==> config.mk <==
export PLATFORM = sky130hd
export DESIGN_NAME = pfla_table_store
export DESIGN_NICKNAME = d
export VERILOG_FILES = /design/src/design/pfla_table_store.sv
export SDC_FILE = /design/constraint.sdc
export NUM_CORES = 1
export LEC_CHECK = 0
export ABC_AREA = 1
export BUFFER_PORTS_ARGS = -buffer_cell sky130_fd_sc_hd__buf_2
export CORE_UTILIZATION = 41
export CTS_CLUSTER_SIZE = 25
export DETAILED_ROUTE_END_ITERATION = 10
export PLACE_DENSITY = 0.65
export SKIP_LAST_GASP = 1
export SLEW_MARGIN = 20
export SYNTH_ARGS = -nofsm -noshare
export SYNTH_HDL_FRONTEND = slang
export SYNTH_SLANG_ARGS = --single-unit
==> constraint.sdc <==
create_clock -name clk -period 0.9 [get_ports clk]
set_input_delay 0.045 -clock clk [delete_from_list [all_inputs] [get_ports clk]]
set_output_delay 0.045 -clock clk [all_outputs]
set_load 0.01 [all_outputs]
==> src/design/pfla_table_store.sv <==
// ----------------------------------------------------------------------------
// pfla_table_store
// Per-table memory of free-list head and page count, one entry per table.
// Entries never written read as an empty list with only the header page.
// ----------------------------------------------------------------------------
module pfla_table_store #(
    parameter int TABLES = 8,
    parameter int TW     = 3,
    parameter int PW     = 10,
    parameter int CW     = 11
) (
    input  logic          clk,
    input  logic          rst_n,
    input  logic          rd_en,
    input  logic [TW-1:0] rd_addr,
    output logic [PW-1:0] rd_head,
    output logic [CW-1:0] rd_count,
    input  logic          wr_en,
    input  logic [TW-1:0] wr_addr,
    input  logic [PW-1:0] wr_head,
    input  logic [CW-1:0] wr_count
);

    localparam int EW = PW + CW;

    logic [EW-1:0]     table_mem [0:TABLES-1];
    logic [TABLES-1:0] valid_reg;
    logic              rd_valid_reg;
    logic [EW-1:0]     rd_data_reg;

    always_ff @(posedge clk or negedge rst_n)
    begin
        if (!rst_n)
        begin
            valid_reg    <= '0;
            rd_valid_reg <= 1'b0;
        end
        else
        begin
            if (wr_en)
            begin
                valid_reg[wr_addr] <= 1'b1;
            end
            if (rd_en)
            begin
                rd_valid_reg <= valid_reg[rd_addr];
            end
        end
    end

    always_ff @(posedge clk)
    begin
        if (wr_en)
        begin
            table_mem[wr_addr] <= {wr_head, wr_count};
        end
        if (rd_en)
        begin
            rd_data_reg <= table_mem[rd_addr];
        end
    end

    always_comb
    begin
        if (rd_valid_reg)
        begin
            rd_head  = rd_data_reg[EW-1:CW];
            rd_count = rd_data_reg[CW-1:0];
        end
        else
        begin
            rd_head  = '0;
            rd_count = CW'(1);
        end
    end

endmodule

-- After elaboration in Yosys (flattened, before gate mapping)
Memories as Yosys holds them, arrays and structs flattened. A register that Yosys moved wholly into a read port is not among the register bits.
Index checks and enable logic that the tools add are counted.
Widths: inputs -> output; s select.
- latch bits: 0
- memory bits (writable): 168
- flip-flop bits (word level): 9
- output and inout port bits: 21
- ROM bits: 0
- memories kept: 1
- memory list (name ; depth ; bits a word ; rd ports ; clocked after Yosys merged registers in ; write ports ; RTL line ; text):
    table_mem ; 8 ; 21 ; 1 ; 1 ; 1 ; 26 ; logic [EW-1:0] table_mem [0:TABLES-1];
- muxes and demuxes: 8
- eq/ne operators: 0
- multiply operators: 0
- shift-type cells: 0
- $add $sub $neg: 0
- divide/modulo/power cells: 0
- bitwise logic cells: 1
- magnitude comparators: 3
- reduce and logical (&&, ||, !) cells: 1
- operator list (cell ; count):
    $mux 11 ; 1
    $mux 10 ; 1
    $lt 3x4->1 const B ; 2
    $or 8x8->8 ; 1
    $mux 1 ; 4
    $bmux 1 s3 ; 1
    $demux 1 s3 ; 1
    $ge 3x1->1 const B ; 1
    $logic_and 1x1->1 ; 1

-- Depth between registers and ports, before layout
- depth after elaboration: 5
- depth in mapped cells: 8

-- Worst setup path before layout
OpenSTA, ideal clock, no wires.
- path kind: input to register
- start: input wr_addr[0]
- end: memory table_mem[0][0] (netlist name), enable pin
- data required time: 0.501 ns
- arrival: 1.136 ns
- stages on the path: 3
- slack: -0.634 ns
- path buffers: 0
- setup time: 0.399 ns
- cell sequence: inv_1 > nand2_1 > nor2_1
- RTL lines (what ; RTL line ; text):
    start, declared ; 19 ; input logic [TW-1:0] wr_addr,
    end, declared ; 26 ;
Straight into the memory's write port.

-- Final worst setup path
- start: register rd_valid_reg
- end: output rd_head[2]
- cells in the longest elaborated chain, start to end: 1
- ends and longest elaborated chain (what ; RTL line ; text):
    start, declared ; 28 ; logic rd_valid_reg;
    start signal, assigned ; 46 ; rd_valid_reg <= valid_reg[rd_addr];
    $mux 10 ; 65 ; if (rd_valid_reg)
    end, declared ; 16 ; output logic [PW-1:0] rd_head,
Every way passes these cells.

==> impl_results.rst <==
.. list-table::
   :header-rows: 1

   * - Metric
     - Value
   * - Result of the run
     - complete, but fails checks
   * - Violations in the final reports
     - negative setup slack
   * - Sort of element at the start of the critical path
     - flip-flop
   * - Chip height
     - 141 um
   * - Routability-driven placement congestion ratio
     - 0.819
   * - Residual DRC count
     - 0
   * - Share of the cycle needed by the critical path after routing
     - 147%
   * - Total count of hold-check failures in the final report
     - 0
   * - Crit path required time
     - 0.85 ns
   * - Most repeated cell in the gate-level netlist after synthesis
     - edfxtp_1
   * - Count of clock tree sinks
     - between 150 and 200
   * - Clock Root Buffer
     - clkbuf_16
   * - Yosys top cell by area
     - edfxtp_1
   * - Die ar.
     - 19800 um2
   * - Number of flip-flops in the largest register
     - 168
   * - Total leakage power
     - 3.62 nW
   * - Number of top-level design ports
     - 52
   * - Count of buffers inserted at the top-level ports
     - slightly above 50
   * - Setup repair after global routing missed its margin
     - yes
   * - Arrival time at the worst endpoint
     - 1.28 ns
   * - Number of antenna violations at the first check in global routing
     - 1
   * - CP max FO
     - 22
   * - Global-route wire length before repair
     - 27.0 mm
   * - Kind of end point of the critical path
     - output port
   * - Number of standard-cell rows in the floorplan
     - 50
   * - Layout-stage area growth over the synthesis result
     - 23.4%
   * - Pin count of the biggest net entering global routing
     - 35
   * - Number of warnings reported in the yosys synthesis log
     - 0
   * - Final wirelength
     - 17.0 mm
   * - Worst Path Class, Setup
     - flip-flop to output port
   * - Worst-case register-to-register setup slack
     - -0.18 ns
   * - Gate count of the mapped netlist
     - just over 600
   * - Max Fclk
     - 753 MHz
   * - Width of the chip
     - 141 um
   * - Total global-route track usage
     - 18.5%
   * - Detail Placement HPWL
     - 10.2 mm
   * - Fraction of final layout cells sized beyond drive strength 1
     - 24.5%
   * - Post-route core utilization
     - 51.8%
   * - Tightest Pin Transition
     - 0.242 ns
   * - Via Count
     - 4976
   * - Min Clock Period, post-route
     - 1.33 ns
   * - CTS tree
     - built
   * - Number of search-and-repair iterations in the first detailed-routing pass
     - 5
   * - Worst hold path type
     - primary input to flip-flop
   * - Clock slew seen by the registers of the worst setup and hold paths
     - 0.07 ns
   * - Non-filler instance count after layout
     - between 900 and 1000
   * - Synthesized netlist net count
     - 653
   * - Global route total overflow
     - 0
   * - Final Max Tran Viols
     - 0
   * - Vias in the first global route
     - 5000
   * - NumNets Final
     - 754
   * - Worst Clk Skew
     - about 0.0079 ns
   * - Worst max-slew margin expressed relative to the limit
     - 83.7%
   * - Distinct cells, synth
     - 18
   * - Synth async-reset ratio
     - 4.55%
   * - Insertion delay to the later sink of the worst-skew pair
     - about 0.44 ns
   * - Finish-stage setup viols
     - between 40 and 50
   * - Source of the worst register-to-register timing path
     - table_mem[4][8]
   * - Maximum number of buffers from clock root to sink
     - 2
   * - Wire length per cell after detailed routing
     - approximately 17 um
   * - Reg2Reg Capture Point
     - rd_data_reg[8]
   * - Post-layout worst setup margin
     - -0.427 ns
   * - Worst setup path startpoint
     - rd_valid_reg
   * - R2R cell count
     - 6
   * - Remaining antenna violation count
     - 0
   * - Post-synth EDFFs
     - about 190
   * - Core area
     - ~19000 um2
   * - Mean cell area of the mapped netlist
     - 12.7 um2
   * - Most used standard cells in the synthesized netlist
     - 189 x edfxtp_1, 100 x nand2_1, 93 x nor2_1
   * - Synth Cell Area
     - 7880 um2
   * - Number of H-tree levels
     - 4
   * - Maximum capacitance violations
     - 0
   * - Starting Density
     - 42.0%
   * - Top post-synthesis cells by area
     - edfxtp_1 72%, nand2_1 4.8%, o21ai_0 4.6%, nor2_1 4.4%, dfrtp_1 2.9%
   * - Last element of the critical path
     - rd_head[2]
   * - Seq/Total Area, Yosys
     - 74.9%
   * - Number of register bits inferred by synthesis
     - 198
   * - P per Cell Area
     - between 1500 and 2000 nW/um2
   * - Top cell type's share of synthesized area
     - between 70% and 80%
   * - DP Worst Slack
     - -0.294 ns
   * - Primary flip-flop cell chosen by synthesis mapping
     - edfxtp_1
   * - Average vias per placed instance
     - between 5 and 6
   * - Number of DRC markers after the initial detailed-route iteration
     - 378
   * - Number of buffers inserted during clock tree synthesis
     - 17
   * - Worst Hold Margin
     - 0.0624 ns
   * - Placed instance count
     - 914
   * - Maximum vdd drop
     - 1.36 mV
==> through the flow <==
| stage | area (um2) | power (mW) | TNS [ns] |
|---|---|---|---|
| after floorplan | 8020 | 11.6 | -0.459 |
| after global placement | 8880 | 12.2 | -25.42 |
| after detailed placement | 8880 | 12.3 | -28.08 |
| after CTS | 9680 | 19.4 | -11.02 |
| after global routing | 9720 | 20.0 | -13.54 |
| final | 9720 | 19.3 | -10.38 |
==> critical path: stages (launching register included) <==
cell and delay (ns):
dfrtp_1 0.37, buf_12 0.19, nand2_1 0.06, inv_1 0.09, buf_2 0.14
==> final cells by class <==
class,instances,area (um2)
fillers,1569,9050
flip-flops and latches,198,5900
multi-input cells,354,1720
repair buffers,116,1080
clock buffers,17,425
well taps,234,293
inverters,36,163
clock inverters,15,138
diodes,1,2.50
==> per-layer routing <==
metal  vias to the layer above  GRT usage [%]  share of wire (%)
met5                         -              0                  0
met2                       129           31.3                 51
met4                         0           7.38                2.4
li1                       2377              -                  -
met3                        33           4.31                4.4
met1                      2437           22.9                 42
==> cells by family (layout without fill, tap and decap cells) <==
group | count (synthesis) | count (layout) | share of synthesized area [%]
flip-flops | 198 | 198 | 74.9
AO/OA/AOI/OAI | 134 | 134 | 8.84
buffers and inverters | 70 | 184 | 5.05
AND/OR/NAND/NOR | 220 | 220 | 11.2
other | 0 | 1 | 0
==> power by group <==
part | switching (mW) | internal, mW
Clock | 3.51 | 3.65
Combinational | 0.984 | 0.630
Sequential | 0.0883 | 10.5
==> repair_timing <==
action,in CTS,in global routing
setup buffers,0,1
endpoints found under the hold margin,177,0
gates resized for setup,5,27
pin swaps,1,20
setup endpoints to repair,43,43
hold buffers,23,0
==> how the worst min path moves through the flow <==
stage	from	endpoint	slack (ns)	depth (start not counted)
3_3_place_gp	rst_n	valid_reg[6]	-0.11	1
4_1_cts	rd_en	rd_data_reg[3]	0.06	2
5_1_grt	rd_en	rd_data_reg[4]	0.06	2
6_report	rd_en	rd_valid_reg	0.06	4
3_5_place_dp	rst_n	valid_reg[6]	-0.1	1
2_1_floorplan	rst_n	rd_valid_reg	-0.25	0
==> cells in the final DEF, fill, tap and decap left out, drive strengths merged <==
cell / n
nor2: 113
nand3: 7
clkinv: 6
nand2: 100
clkbuf: 17
diode: 1
clkinvlp: 1
buf: 93
o21ai: 113
inv: 44
o22ai: 21
dlygate4sd3: 23
dfrtp: 9
edfxtp: 189
(Power assumes the default switching activity.)
